==> src/rtl/tpa_pkg.sv <==
package tpa_pkg;

  localparam int ADDR_W      = 40;
  localparam int PIDX_W      = 16;
  localparam int KCNT_W      = 15;
  localparam int TCNT_W      = 16;
  localparam int CFG_IDX_W   = 2;
  localparam int QUEUE_DEPTH = 2;

  localparam logic [ADDR_W-1:0] BASE_AT_RESET   = 40'h00_8000_0000;
  localparam logic [KCNT_W-1:0] KPAGES_AT_RESET = 15'd1024;
  localparam logic [TCNT_W-1:0] TPAGES_AT_RESET = 16'd32768;

  typedef logic [PIDX_W-1:0] pidx_t;

  typedef enum logic [1:0] {
    STAT_OK         = 2'd0,
    STAT_EXHAUSTED  = 2'd1,
    STAT_MISALIGNED = 2'd2,
    STAT_OUTSIDE    = 2'd3
  } status_t;

  typedef enum logic {
    FUNC_ALLOC = 1'b0,
    FUNC_FREE  = 1'b1
  } func_t;

  typedef enum logic [CFG_IDX_W-1:0] {
    CFG_REGION_BASE  = 2'd0,
    CFG_KERNEL_COUNT = 2'd1,
    CFG_TOTAL_COUNT  = 2'd2
  } cfg_idx_t;

  typedef struct packed {
    logic [ADDR_W-1:0] base;
    pidx_t             kpages;
    pidx_t             tpages;
  } cfg_view_t;

  typedef struct packed {
    func_t   func;
    logic    kern;
    status_t status;
    pidx_t   idx;
  } req_t;

endpackage

==> src/rtl/tpa_queue.sv <==
module tpa_queue (
  input  logic          clk,
  input  logic          rst_n,
  input  logic          wr_en,
  input  tpa_pkg::req_t wr_data,
  output logic          full,
  input  logic          rd_en,
  output tpa_pkg::req_t rd_data,
  output logic          empty
);
  import tpa_pkg::*;

  localparam int PTR_W = (QUEUE_DEPTH > 1) ? $clog2(QUEUE_DEPTH) : 1;

  req_t             entries_r [QUEUE_DEPTH];
  logic [PTR_W-1:0] wptr_r, wptr_nxt;
  logic [PTR_W-1:0] rptr_r, rptr_nxt;
  logic [PTR_W:0]   count_r, count_nxt;

  assign full    = count_r == (PTR_W + 1)'(QUEUE_DEPTH);
  assign empty   = count_r == '0;
  assign rd_data = entries_r[rptr_r];

  always_comb begin
    wptr_nxt  = wptr_r;
    rptr_nxt  = rptr_r;
    count_nxt = count_r;
    if (wr_en) begin
      wptr_nxt = (wptr_r == PTR_W'(QUEUE_DEPTH - 1)) ? '0 : wptr_r + 1'b1;
    end
    if (rd_en) begin
      rptr_nxt = (rptr_r == PTR_W'(QUEUE_DEPTH - 1)) ? '0 : rptr_r + 1'b1;
    end
    if (wr_en && !rd_en) begin
      count_nxt = count_r + 1'b1;
    end else if (rd_en && !wr_en) begin
      count_nxt = count_r - 1'b1;
    end
  end

  always_ff @(posedge clk) begin
    if (!rst_n) begin
      wptr_r  <= '0;
      rptr_r  <= '0;
      count_r <= '0;
    end else begin
      wptr_r  <= wptr_nxt;
      rptr_r  <= rptr_nxt;
      count_r <= count_nxt;
    end
  end

  always_ff @(posedge clk) begin
    if (wr_en) begin
      entries_r[wptr_r] <= wr_data;
    end
  end

endmodule

==> config.mk <==
export PLATFORM = sky130hd
export DESIGN_NAME = tpa_queue
export DESIGN_NICKNAME = d
export VERILOG_FILES = /design/src/rtl/tpa_pkg.sv /design/src/rtl/tpa_queue.sv
export SDC_FILE = /design/constraint.sdc
export NUM_CORES = 1
export LEC_CHECK = 0
export ABC_CLOCK_PERIOD_IN_PS = 1900
export BUFFER_PORTS_ARGS = -buffer_cell sky130_fd_sc_hd__buf_2
export CORE_MARGIN = 2
export CORE_UTILIZATION = 40
export DETAILED_ROUTE_END_ITERATION = 10
export PLACE_DENSITY = 0.7
export SYNTH_ARGS = -nofsm -noshare
export SYNTH_HDL_FRONTEND = slang
export SYNTH_SLANG_ARGS = --single-unit
==> constraint.sdc <==
create_clock -name clk -period 1.9 [get_ports clk]
set_input_delay 0.19 -clock clk [delete_from_list [all_inputs] [get_ports clk]]
set_output_delay 0.19 -clock clk [all_outputs]
set_load 0.01 [all_outputs]
=== After elaboration in Yosys (flattened, before gate mapping) ===
Memories as Yosys holds them, arrays and structs flattened. A register that Yosys moved wholly into a read port is not among the register bits.
Index checks and enable logic that the tools add are counted.

* Bits in registers: 4
* Bits in writable memories: 40
* Input port bits: 24
* Output and inout bits: 22
* Word-level logic and storage cells: 23
* Memories: 1

* Add/subtract/negate cells: 4
* Equality and inequality tests: 1
* Muxes and demuxes: 8
* Reductions and logical operators: 6

{| class="wikitable"
|+ Memories
! memory !! depth !! width !! rd ports !! clocked after memory_dff !! write ports !! line !! source
|-
| entries_r || 2 || 20 || 1 || 1 || 1 || tpa_queue.sv:15 || <nowiki>req_t entries_r [QUEUE_DEPTH];</nowiki>
|}

{| class="wikitable"
|+ Operators with widths
! cell !! number
|-
| 2-to-1 mux 1 bit || 6
|-
| 2-to-1 mux 2 bit || 2
|-
| adder 1 bit (second input constant) || 2
|-
| adder 2 x 1 -> 2 bit (second input constant) || 1
|-
| == test 2 bit (second input constant) || 1
|-
| logical AND 1 bit || 2
|-
| zero test 1 bit || 2
|-
| zero test 2 bit || 1
|-
| nonzero test 2 bit || 1
|-
| subtractor 2 x 1 -> 2 bit (second input constant) || 1
|}

=== Logic depth before layout (Yosys ltp) ===
* Word-level depth: 4
* Gate-level depth with buffers: 5
* Depth with buffers taken out: 5

=== Worst setup path after synthesis ===
No wires, ideal clock.

* Kind: register to register
* Start: register wptr_r
* End: memory entries_r[0][0] (netlist bit) (enable)
* Library setup time: 0.400 ns
* Arrival time: 1.253 ns
* Data required time: 1.500 ns
* Slack: 0.247 ns
* Stages on the path, launching flop included: 2
* Buffers on the path: 0
* Period minus slack after synthesis: 1.653 ns
* Cell sequence: dfxtp_1 -> nor2b_1

{| class="wikitable"
|+ RTL lines
! what !! line !! source
|-
| from (decl) || tpa_queue.sv:16 || <nowiki>logic [PTR_W-1:0] wptr_r, wptr_nxt;</nowiki>
|-
| from (signal assigned) || tpa_queue.sv:47 || <nowiki>wptr_r <= wptr_nxt;</nowiki>
|-
| to (decl) || tpa_queue.sv:15 ||
|}

Straight into the memory's write port.

==> flow_summary.ini <==
[cells_and_area]
layout.nets = 165
drive_above_1_share_pct = 55.7
syn2layout_area_growth_pct = 24.3
layout.cells.most_common = buf_2
fillers = 344
final_cell_area_um2 = 2060
num_antenna_cells = 0
final_cell_mix = buf_2 (45), edfxtp_1 (40), mux2_2 (20), buf_4 (6)

[clock_network]
tritoncts = built
post_cts_setup_inserts = 0
post_cts.resized_instances = 0
clock_latency_of_the_later_clocked_register_in_the_worst_skew_pair_ps = 280
cts.hold.buffers_added = 0
clock_tree.buffer_depth = 2
clock_sinks = 45
clkTransAtPathRegs_ps = 70
number_of_buffers_created_by_cts = 5
htree_levels = 2
clk_root_buffer_cell = clkbuf_8

[global_routing]
grt_remaining_overflow = 0
antenna_violations_before_repair = 0
global_route.usage.total_pct = 11.4
pin_count_of_the_biggest_net_entering_global_routing = 13
number_of_global_route_vias_before_repair = 857
grt_pass1_wl_mm = 3.68

[setup_path]
cp_data_required_time_ps = 1710
worst_reg2reg_path_depth = 2
arrival_time_of_the_worst_setup_path_ps = 1300
startpoint_class = register
critical_path_peak_fanout = 12
setup.worst_path.class = reg2out
critical_path.endpoint_type = output pin

[placed_design]
final_hpwl_from_detailed_placement_mm = 1.95
place_area_um2 = 1980
place.gp.congestion = 0.696
number_of_buffers_added_on_ports = 45

[power]
cellPowerDensity_nw_per_um2 = 923
ir_drop_worst_case_vdd_mv = 0.453
totalPowerFinal_mw = 1.90
p_leak_nw = 0.797

[outcome]
run_status = finished clean

[timing]
worst_slew_margin_rel_pct = 74.4
post_route_setup_tns_ps = 0
period_needed_ps = 1490
finalCritPeriodShare_pct = 78.3
transition_time_at_the_pin_with_the_least_slew_margin_ps = 382
holdWs_ps = 97.9
setup_viol_count_final = 0
clock-skew-final_ps = 6.40
report.final.hold_viol_count = 0
max_freq_mhz = 672
finalMaxSlewViolations = 0
setup_repair_after_global_routing_missed_its_margin = no

[floorplan]
io_pins = 46
die_w_um = 68.3
design.core.area_um2 = 4000
std_cell_rows = 23
initial_core_utilization_pct = 41.4
die_h_um = 68.3
die_outline_area_um2 = 4670

[synthesis]
post_synthesis_sequential_element_count = 45
mappedNetlistNets = 109
postSynthAreaPerCell_um2 = 19.7
netlist_instances = 84
yosys_warnings = 0
synthDistinctLibCells = 16
post_synth_instance_area_um2 = 1660
seq_area_frac_synth_pct = 78.6

[detailed_routing]
routed-via-count = 878
ant_nets = 0
post-route-drc-count = 0
dr.first_iter.drc_count = 41
routed_wire_length_per_instance_um = 13.2
detail_route.first_pass.iterations = 4
routed_via_density = 4.62
routed_wirelength_mm = 2.50

[run]
drv_cap = 0

[worst_hold_path]
min_path_cells = 1
timing.hold.worst.class = in2reg
## worst paths after layout
check,start,to,slack (ps)
worst max-delay path,register,rd_data[18],410
worst min-delay path,wr_data[12],entries_r[1][12]$_DFFE_PP_,100
worst max register to register,wptr_r$_SDFFE_PN0P_,entries_r[1][15]$_DFFE_PP_,640
worst min register to register,count_r[1]$_SDFFE_PN0P_,count_r[1]$_SDFFE_PN0P_,510
## metal layers
layer	vias to the layer above	part of all wire, %	global-route usage [%]
li1	431	-	-
met1	425	34	10.9
met2	20	60	22.1
met3	2	4.4	2.80
met4	0	1.3	6.00
met5	-	0	0
## flip-flops by register name (all words and copies together), names as in the netlist, named ones only
register	count
wptr_r	1
count_r	2
entries_r	40
rptr_r	1
## Yosys cell counts
cell	number	area, um2
ha_1	1	12.5
edfxtp_1	40	1200
and2_1	4	25.0
dfxtp_1	5	100
or3_1	1	6.26
o21ai_0	1	5.00
xnor2_1	1	8.76
and2b_2	1	8.76
xor2_1	2	17.5
nor2b_1	2	12.5
buf_2	2	10.0
a21boi_1	1	7.51
mux2_2	20	225
nor2_1	1	3.75
inv_1	1	3.75
o21a_1	1	7.51
## metrics by stage
| step | cells | setup WS, ps | util (%) |
|---|---|---|---|
| after floorplan | 84 | 247 | - |
| after global placement | 183 | 673 | 49.5 |
| after detailed placement | 183 | 642 | 49.5 |
| after CTS | 190 | 382 | 51.4 |
| after global routing | 190 | 344 | 51.4 |
| final | 190 | 412 | 51.4 |
## power breakdown
part	switching, mW	internal [mW]	total (mW)
sequential	0.0189	1.14	1.16
combinational	0.117	0.127	0.244
clock	0.251	0.247	0.498
## critical path, stage by stage, from the launching register on
cell and delay, ps:
dfxtp_1 330, buf_4 200, mux2_2 350, buf_2 140
## layout make-up
| cell class | instances | area [um2] | share of cell area (%) |
|---|---|---|---|
| Sequential cell | 45 | 1300 | 63.3 |
| Inverter | 1 | 3.75 | 0.182 |
| Multi-Input combinational cell | 36 | 343 | 16.7 |
| Tap cell | 50 | 62.6 | 3.04 |
| Timing Repair Buffer | 51 | 270 | 13.1 |
| Clock buffer | 6 | 72.6 | 3.53 |
| Clock inverter | 1 | 3.75 | 0.182 |
## logic make-up (layout without fill, tap and decap cells)
| group | after synthesis | in the layout | share of synthesized area [%] |
|---|---|---|---|
| flops | 45 | 45 | 78.6 |
| mux | 20 | 20 | 13.6 |
| simple gates | 9 | 9 | 3.40 |
| compound gates | 3 | 3 | 1.21 |
| xor+xnor | 3 | 3 | 1.59 |
| buf+inv | 3 | 59 | 0.831 |
| fa+ha+maj | 1 | 1 | 0.756 |
(Power assumes the default switching activity.)
