==> src/rtl/tpa_pkg.sv <==
package tpa_pkg;

  localparam int ADDR_W      = 40;
  localparam int PIDX_W      = 16;
  localparam int KCNT_W      = 15;
  localparam int TCNT_W      = 16;
  localparam int CFG_IDX_W   = 2;
  localparam int QUEUE_DEPTH = 2;

  localparam logic [ADDR_W-1:0] BASE_AT_RESET   = 40'h00_8000_0000;
  localparam logic [KCNT_W-1:0] KPAGES_AT_RESET = 15'd1024;
  localparam logic [TCNT_W-1:0] TPAGES_AT_RESET = 16'd32768;

  typedef logic [PIDX_W-1:0] pidx_t;

  typedef enum logic [1:0] {
    STAT_OK         = 2'd0,
    STAT_EXHAUSTED  = 2'd1,
    STAT_MISALIGNED = 2'd2,
    STAT_OUTSIDE    = 2'd3
  } status_t;

  typedef enum logic {
    FUNC_ALLOC = 1'b0,
    FUNC_FREE  = 1'b1
  } func_t;

  typedef enum logic [CFG_IDX_W-1:0] {
    CFG_REGION_BASE  = 2'd0,
    CFG_KERNEL_COUNT = 2'd1,
    CFG_TOTAL_COUNT  = 2'd2
  } cfg_idx_t;

  typedef struct packed {
    logic [ADDR_W-1:0] base;
    pidx_t             kpages;
    pidx_t             tpages;
  } cfg_view_t;

  typedef struct packed {
    func_t   func;
    logic    kern;
    status_t status;
    pidx_t   idx;
  } req_t;

endpackage

==> src/rtl/tpa_front.sv <==
module tpa_front #(
  parameter int PAGE_SHIFT = 12
) (
  input  logic                        in_valid,
  output logic                        in_stall,
  input  logic                        in_func,
  input  logic                        in_in_kernel,
  input  logic [tpa_pkg::ADDR_W-1:0]  in_page_addr,
  input  tpa_pkg::cfg_view_t          cfg,
  input  logic                        q_full,
  output logic                        q_wr,
  output tpa_pkg::req_t               q_data
);
  import tpa_pkg::*;

  localparam int IDXW = ADDR_W - PAGE_SHIFT;

  pidx_t           lo;
  pidx_t           hi;
  logic [ADDR_W:0] off;
  logic [IDXW-1:0] idx_full;
  logic            misaligned;
  logic            outside;

  assign in_stall = q_full;
  assign q_wr     = in_valid && !q_full;

  always_comb begin
    lo         = in_in_kernel ? '0 : cfg.kpages;
    hi         = in_in_kernel ? cfg.kpages : cfg.tpages;
    off        = {1'b0, in_page_addr} - {1'b0, cfg.base};
    idx_full   = off[ADDR_W-1:PAGE_SHIFT];
    misaligned = |in_page_addr[PAGE_SHIFT-1:0];
    outside    = off[ADDR_W] || (idx_full < IDXW'(lo)) || (idx_full >= IDXW'(hi));

    q_data.func = func_t'(in_func);
    q_data.kern = in_in_kernel;
    q_data.idx  = idx_full[PIDX_W-1:0];
    if (q_data.func == FUNC_ALLOC) begin
      q_data.status = STAT_OK;
    end else if (misaligned) begin
      q_data.status = STAT_MISALIGNED;
    end else if (outside) begin
      q_data.status = STAT_OUTSIDE;
    end else begin
      q_data.status = STAT_OK;
    end
  end

endmodule

==> config.mk <==
export PLATFORM = sky130hd
export DESIGN_NAME = tpa_front
export DESIGN_NICKNAME = d
export VERILOG_FILES = /design/src/rtl/tpa_pkg.sv /design/src/rtl/tpa_front.sv
export SDC_FILE = /design/constraint.sdc
export NUM_CORES = 1
export LEC_CHECK = 0
export ABC_AREA = 1
export BUFFER_PORTS_ARGS = -buffer_cell sky130_fd_sc_hd__buf_2
export CELL_PAD_IN_SITES_DETAIL_PLACEMENT = 2
export CELL_PAD_IN_SITES_GLOBAL_PLACEMENT = 2
export CORE_MARGIN = 3
export CORE_UTILIZATION = 23
export DETAILED_ROUTE_END_ITERATION = 16
export GPL_TIMING_DRIVEN = 1
export MAX_ROUTING_LAYER = met4
export PLACE_DENSITY = 0.79
export SLEW_MARGIN = 0
export SYNTH_ARGS = -nofsm -noshare
export SYNTH_HDL_FRONTEND = slang
export SYNTH_SLANG_ARGS = --single-unit
==> constraint.sdc <==
create_clock -name vclk -period 3.05
set_input_delay 0.4575 -clock vclk [all_inputs]
set_output_delay 0.4575 -clock vclk [all_outputs]
set_load 0.005 [all_outputs]
* Word level (Yosys, flattened, before mapping) *
Cells that the tools add are included.

storage, ports and cells
  logic and storage cells = 13
  input port bits = 116
  register bits after elaboration = 0
  output and inout port bits = 22

cells by class
  reductions and logical operators = 5
  $add $sub $neg = 1
  mux-type cells = 5
  magnitude comparators = 2

operator list
  kind                                   number
  subtractor 40 x 40 -> 41 bit           1
  two-way mux 16 bit                     2
  >= comparator 28 x 16 -> 1 bit         1
  less-than comparator 28 x 16 -> 1 bit  1
  OR reduction 12 bit                    1
  two-way mux 2 bit                      3
  logical OR 1 bit                       2
  logical AND 1 bit                      1
  zero test 1 bit                        1

* Depth between registers and ports, before layout *
Gate-level depths: netlist of run 1.

  depth in word-level cells = 7
  depth in mapped cells = 26
  depth with buffers taken out = 26

* Least setup slack after synthesis of run 1 *
No wires, ideal clock.

  path type = input to output
  start = in cfg[42] (netlist name)
  end = out q_data[16] (netlist name)
  data arrival time = 2796 ps
  buffers on the path = 0
  path slack = -203 ps
  cell stages on the path = 24
  data required time = 2592 ps
  cell sequence = inv_1 ha_1 nand2_1 inv_1 a21oi_1 nor2_1 o21bai_1 nand2_1 a21oi_1 xnor2_1 ha_1 nand2_1 inv_1 nand3_1 nor2_1 nand3_1 nor2_1 a21oi_2 nand2_1 nand2_1 nand2_1 nand3_1 nand2_1 nor2_1

RTL lines
  item             line             RTL
  start, declared  tpa_front.sv:9   input tpa_pkg::cfg_view_t cfg,
  end, declared    tpa_front.sv:12  output tpa_pkg::req_t q_data

==> results of run 1 <==
-- cell usage after synthesis (all sizes together) --
cell	number
clkinv	2
a31oi	2
buf	4
nand3	48
o21ai	29
a21boi	2
a21o	2
o211a	1
nand2	284
nor4	4
xnor2	5
nor2	99
inv	151
a21oi	61
nand4	14
ha	64
clkbuf	3
mux2i	11
nand3b	6
o21bai	10
nor3	5
xor2	6
-- timing repair --
action,4_1_cts,5_1_grt
setup endpoints to repair,2,6
resized for setup,127,165
buffers inserted,31,23
pin swaps,68,82
-- worst min path at each step --
stage          startpoint       end  cells after the start
2_1_floorplan      q_full      q_wr                      1
3_3_place_gp       q_full  in_stall                      2
3_5_place_dp       q_full  in_stall                      2
4_1_cts            q_full  in_stall                      2
5_1_grt            q_full  in_stall                      2
6_report           q_full  in_stall                      2
-- power breakdown --
group / internal [mW] / switching, mW / total [mW]
Combinational: 1.06 / 1.45 / 2.51
Sequential: 0 / 0 / 0
Clock: 0 / 0 / 0
Total: 1.06 / 1.45 / 2.51
-- kinds of logic (layout without fill, tap and decap cells) --
group	Yosys count	after routing	share of synthesized area [%]
compound gates	107	107	14.25
xor+xnor	11	11	2.285
fa+ha+maj	64	64	19.00
buf+inv	160	508	14.51
mux	11	11	2.612
simple gates	460	460	47.34
-- metal layers --
metal  track usage [%]  vias to the layer above  share of wire, %  wire, um
met2             60.12                      461                50     21240
li1                  -                     3282                 -         -
met3             4.213                      248               5.1      2191
met5                 -                        -                 0         0
met4             16.41                        0               9.0      3820
met1             34.80                     3786                36     15370
-- per-stage QoR --
step | setup WS, ps | cells | hold slack (ps) | area (um^2) | util (%)
finish | -1343 | 1386 | 1106 | 8551 | 48.59
global route | -1393 | 1386 | 1125 | 8551 | 48.59
CTS | -753.0 | 1365 | 1106 | 7647 | 43.46
detailed placement | -1062 | 1335 | 1106 | 6862 | 38.99
global placement | -902.8 | 1335 | 1109 | 6862 | 38.99
floorplan | -26.19 | 813 | 946.1 | 4657 | -
-- final cells by class --
type                            count  area [um^2]  share of cell area (%)
Multi-Input combinational cell    653         5092                   59.56
Tap cell                          225        281.5                   3.292
Timing Repair Buffer              355         2582                   30.20
Inverter                          153        594.3                   6.951
==> metrics, run 1 <==
first-pass GRT wire length=~50000 um; cell depth of the worst setup path=23; All-Layer GR Usage=32.91%; most frequent cells in the layout=buf_4, nand2_1, inv_1; CP bufs+invs=6; CTS Hold Bufs=0; ANT cells=0; worst setup margin=-1343 ps; starting density of the core=23.95%; part of the cycle the worst path needs=144.0%; Setup CP Type=input pin to primary output; drc violations=0; VDD IR max=between 0.15 and 0.2 mV; initial antenna violation count=0; remaining antenna violation count=0; clock buf count=0; CP dominant cell by count=nand2_1; Seq. cell area=0 um^2; I/O pin count=138; Worst-Margin Slew=631.1 ps; Startpoint Class=input pin; row cnt=48; worst-path cell chain=buf_6 > inv_6 > ha_4 > nand2_4 > buf_6 > o21ai_4 > buf_4 > a21oi_1 > nand3_4 > xor2_1 > buf_4 > ha_1 > a31oi_1 > nand2_1 > nand2_1 > nand2_1 > nand2_1 > nand2_1 > nand2_2 > nand3_4 > nand2_2 > nand2_1 > buf_2; synth top area cells=nand2_1, ha_1, inv_1, nor2_1, a21oi_1; Yosys top cell area share=23.69%; Final Hold Fails=0; setup violators final=9; Setup crit end kind=primary output; fillers=between 2000 and 2500; leading area contributor after synthesis=nand2_1; Die ar.=19990 um^2; Die W=141.4 um; Arrival @ worst endpoint=3940 ps; Netlist Area Pre-Place=4215 um^2; Final Slew Violations=0; global route total overflow=0; final WL=42620 um; max cap viols=0; Die Y=141.4 um; Critical Path Source=cfg[49]; headroom to the max-slew limit=57.48%; post-DP HPWL=about 22000 um; RSZ-0062 raised after global routing=yes; vias in the first global route=8495; Worst path max stage delay=340 ps; count of cell types in the netlist=34; vias per cell=between 5 and 6; Power, Total=2.507 mW; Mapped Nets=between 900 and 1000; Seq/Total Area, Yosys=0%; PortBufs=between 100 and 150; status=finished, violations left; FF+latch count=0; Placer Congestion=0.8323; 1st-iter DRT viols=502; DR vias=7777; YS warnings=0; CP endpoint=q_data[17]; most common cell after layout, fill and taps aside=buf_4; Syn-to-layout area delta=102.8%; Mean Syn Cell Area=5.185 um^2; hold crit path type=input pin to primary output; cells after synthesis=813; Max Clock Freq=0.2276 GHz; Crit path required time=~2600 ps; pwr dens=293.2 nW/um^2; layout cells sized above 1=54.01%; drt wl/cell=30.75 um; Tmin final=between 4000 and 5000 ps; Crit Path Max Fanout=4; drt pass-1 iters=5; CP top delay family=simple AND/OR/NAND/NOR gates; Pleak=4.496 nW; core box area=17600 um^2; layout net count=~1300; largest net degree at the start of global routing=24; setup TNS=-2975 ps; Slowest-stage cell, CP=ha_1; failing checks=negative setup slack
(Power assumes the default switching activity.)
==> run 2: changes to the inputs <==
Clock period 3.05 ns to 3.55 ns, I/O delays scaled along.
==> metrics, run 2 (synthesis gave the netlist of run 1 again) <==
headroom to the max-slew limit=63.67%; GR Layer Usage met1=34.33%; drt pass-1 iters=5; PortBufs=138; Placer Congestion=0.9269; Max Clock Freq=0.2384 GHz; starting density of the core=23.95%; ANT cells=0; layout net count=1310; Seq. cell area=0 um^2; Tmin final=4195 ps; Slowest-stage cell, CP=ha_4; Setup crit end kind=primary output; Int Power=0.7468 mW; largest net degree at the start of global routing=26; Critical Path Source=cfg[52]; Psw=1.010 mW; VDD IR max=~0.14 mV; vias per cell=5.266; 1st-iter DRT viols=315; Die W=141.4 um; core box area=17600 um^2; Startpoint Class=input pin; met2 usage in global routing=58.54%; Arrival @ worst endpoint=3660 ps; switching portion of total power=57.49%; CP dominant cell by count=nand2_1; clock buf count=0; worst setup margin=-644.8 ps; max cap viols=0; drt wl/cell=24.94 um; combinational fraction of design power=100.0%; placed cell areas=6344 um^2; Die ar.=19990 um^2; setup violators final=2; post-DP HPWL=about 21000 um; global route total overflow=0; vias in the first global route=8316; most frequent cells in the layout=nand2_1, buf_4, inv_1; met3 GRT Util=4.146%; Final Slew Violations=0; layout cells sized above 1=roughly 45%; Pleak=4.144 nW; CTS Hold Bufs=0; final instance area=roughly 7600 um^2; most common cell after layout, fill and taps aside=nand2_1; Clock power frac=0%; initial antenna violation count=0; final WL=33740 um; RSZ-0062 raised after global routing=yes; DR vias=about 7100; area of the multi-input gates=4544 um^2; Crit Path Max Fanout=5; Die Y=141.4 um; I/O pin count=138; Final Hold Fails=0; Crit path required time=3020 ps; hold crit path type=input pin to primary output; All-Layer GR Usage=32.64%; remaining antenna violation count=0; HP Start=q_full; Setup CP Type=input pin to primary output; failing checks=negative setup slack; FF+latch count=0; setup TNS=-1277 ps; Worst-Margin Slew=540.0 ps; drc violations=0; Worst path max stage delay=~320 ps; grt peak-use layer=met2; fillers=roughly 2100; part of the cycle the worst path needs=118.2%; row cnt=48; Syn-to-layout area delta=79.25%; part of the power in registers=0%; status=finished, violations left; pwr dens=roughly 230 nW/um^2; first-pass GRT wire length=49400 um
run 2: cell count changes in the layout (fill, tap and decap cells not counted), moves of 17 or more:
| cell | delta |
|---|---|
| nand2_1 | +38 |
| buf_6 | -25 |
| buf_4 | -22 |
| inv_1 | +19 |
| nand2_4 | -19 |
| buf_2 | +18 |
| inv_2 | -17 |
run 2: stage by stage:
step | cells | power, mW | setup WS, ps | hold slack, ps | util, %
after global routing | 1353 | 1.850 | -721.5 | 1259 | 42.94
after detailed placement | 1328 | 1.260 | -800.1 | 1254 | 36.05
after floorplan | 813 | 0.6273 | 146.9 | 1096 | -
after global placement | 1328 | 1.187 | -609.1 | 1246 | 36.05
after CTS | 1350 | 1.482 | -351.0 | 1254 | 41.79
final | 1353 | 1.757 | -644.8 | 1254 | 42.94
run 2: layer usage:
| metal | up-vias | share of wire (%) |
|---|---|---|
| met5 | - | 0 |
| met4 | 0 | 6.7 |
| met2 | 318 | 50 |
| li1 | 3200 | - |
| met1 | 3480 | 38 |
| met3 | 127 | 4.5 |
run 2: what timing repair did:
| action | 4_1_cts | 5_1_grt |
|---|---|---|
| resized for setup | 166 | 49 |
| setup buffers | 25 | 3 |
| setup endpoints to repair | 2 | 2 |
| pin swaps | 69 | 35 |
run 2: worst max-delay path, delay by kind of cell:
family	cells	cell delay, ps
AO/OA/AOI/OAI	4	590
buffers and inverters	6	580
AND/OR/NAND/NOR	13	1210
adder cells (fa/ha/maj)	2	580
XOR/XNOR	1	160
run 2: final cells by class:
type | count | area share [%]
Inverter | 153 | 7.733
Tap cell | 225 | 3.726
Timing Repair Buffer | 322 | 28.40
Multi-Input combinational cell | 653 | 60.14
run 2: power groups by stage:
stage	Clock [mW]	Sequential [mW]	Combinational [mW]
2_1_floorplan	0	0	0.627
3_3_place_gp	0	0	1.19
6_report	0	0	1.76
3_5_place_dp	0	0	1.26
4_1_cts	0	0	1.48
5_1_grt	0	0	1.85
run 2: final timing paths:
check / endpoint / slack (ps) / cells past startpoint
worst max-delay path: q_data[17] / -640 / 26
worst min-delay path: in_stall / 1250 / 2
==> run 3: changes to the inputs <==
Settings changed: PLACE_DENSITY 0.79 to 0.89.
==> metrics, run 3 (synthesis gave the netlist of run 1 again) <==
switching portion of total power=58.84%; Die ar.=19990 um^2; core box area=17600 um^2; drc violations=0; Psw=1.113 mW; vias in the first global route=8629; Clock power frac=0%; Crit Path Max Fanout=3; drt pass-1 iters=4; 1st-iter DRT viols=between 500 and 600; Pleak=4.197 nW; FF+latch count=0; Worst Hold Margin=1285 ps; DR vias=between 7000 and 8000; Max Clock Freq=0.2286 GHz; Place WS=-918.7 ps; first-pass GRT wire length=52250 um; Startpoint Class=input pin; part of the cycle the worst path needs=123.2%; final instance area=7674 um^2; pwr dens=246.5 nW/um^2; Die Y=141.4 um; All-Layer GR Usage=34.74%; placed cell areas=6329 um^2; Setup crit end kind=primary output; starting density of the core=23.95%; combinational fraction of design power=100.0%; most frequent cells in the layout=nand2_1, buf_4, inv_1; post-DP HPWL=23760 um; Slowest-stage cell, CP=ha_4; VDD IR max=0.1367 mV; hold crit path type=input pin to primary output; Power, Total=1.891 mW; global route total overflow=0; Seq. cell area=0 um^2; vias per cell=5.618; CTS Hold Bufs=0; failing checks=negative setup slack; layout net count=1318; initial antenna violation count=0; max cap viols=0; Crit path required time=3020 ps; clock buf count=0; part of the power in registers=0%; Placer Congestion=about 0.90; most common cell after layout, fill and taps aside=nand2_1; Tmin final=4375 ps; Post-Layout Cell Count=between 1000 and 1500; ANT cells=0; CP top delay family=simple AND/OR/NAND/NOR gates; largest net degree at the start of global routing=26; Placed Cells=1326; RSZ-0062 raised after global routing=yes; Arrival @ worst endpoint=around 3800 ps; remaining antenna violation count=0; CP dominant cell by count=nand2_1; setup violators final=2; Worst path max stage delay=approximately 250 ps; I/O pin count=~140; drt wl/cell=about 29 um; Setup CP Type=input pin to primary output; layout cells sized above 1=45.69%; Die W=141.4 um; worst setup margin=-824.8 ps; Final Hold Fails=0; area of the multi-input gates=4594 um^2; final WL=39610 um; row cnt=48; CP bufs+invs=8; headroom to the max-slew limit=60.75%; fillers=2156; Syn-to-layout area delta=82.04%; Int Power=0.7784 mW; Final Slew Violations=0; PortBufs=138; status=finished, violations left; Worst-Margin Slew=582.6 ps
-- run 3: cell types whose count changed in the layout (fill, tap and decap cells not counted), moves of 3 or more --
cell	previous run	this run
o21ai_1	8	5
nor2_1	71	67
nand3_2	9	5
buf_2	133	128
o21ai_0	15	18
nand3_1	38	41
buf_4	177	191
inv_1	136	133
-- run 3: stage by stage --
stage               setup TNS [ps]  util, %
detailed placement           -1837    35.96
global placement             -1003    35.96
CTS                         -763.8    41.77
global route                 -1828    43.61
floorplan                        0        -
finish                       -1624    43.61
-- run 3: path summary, 6_finish.rpt --
| check | start | cells after the start | slack (ps) | end |
|---|---|---|---|---|
| max | cfg[43] | 25 | -820 | q_data[17] |
| min | q_full | 2 | 1280 | in_stall |
-- run 3: power groups by stage --
stage	combinational [mW]	sequential [mW]	clock, mW
CTS	1.58	0	0
global route	1.97	0	0
finish	1.89	0	0
floorplan	0.627	0	0
detailed placement	1.33	0	0
global placement	1.17	0	0
-- run 3: routing by layer --
metal  global-route usage [%]  part of all wire (%)  wire length, um  up-vias
met4                    18.54                   8.2             3250        0
met1                    36.78                    37            14680     3740
met3                    4.954                   5.8             2284      224
li1                         -                     -                -     3230
met2                    62.43                    49            19400      452
met5                        -                     0                0        -
-- run 3: area by class of cell --
| cell class | instances | share of cell area [%] |
|---|---|---|
| Multi-Input combinational cell | 653 | 59.87 |
| Timing Repair Buffer | 330 | 28.75 |
| Inverter | 153 | 7.712 |
| Tap cell | 225 | 3.669 |
-- run 3: repair_timing --
item                       CTS  global route
gates resized for setup    167            63
buffers inserted            28             7
setup endpoints to repair    2             3
pin swaps                   47            30
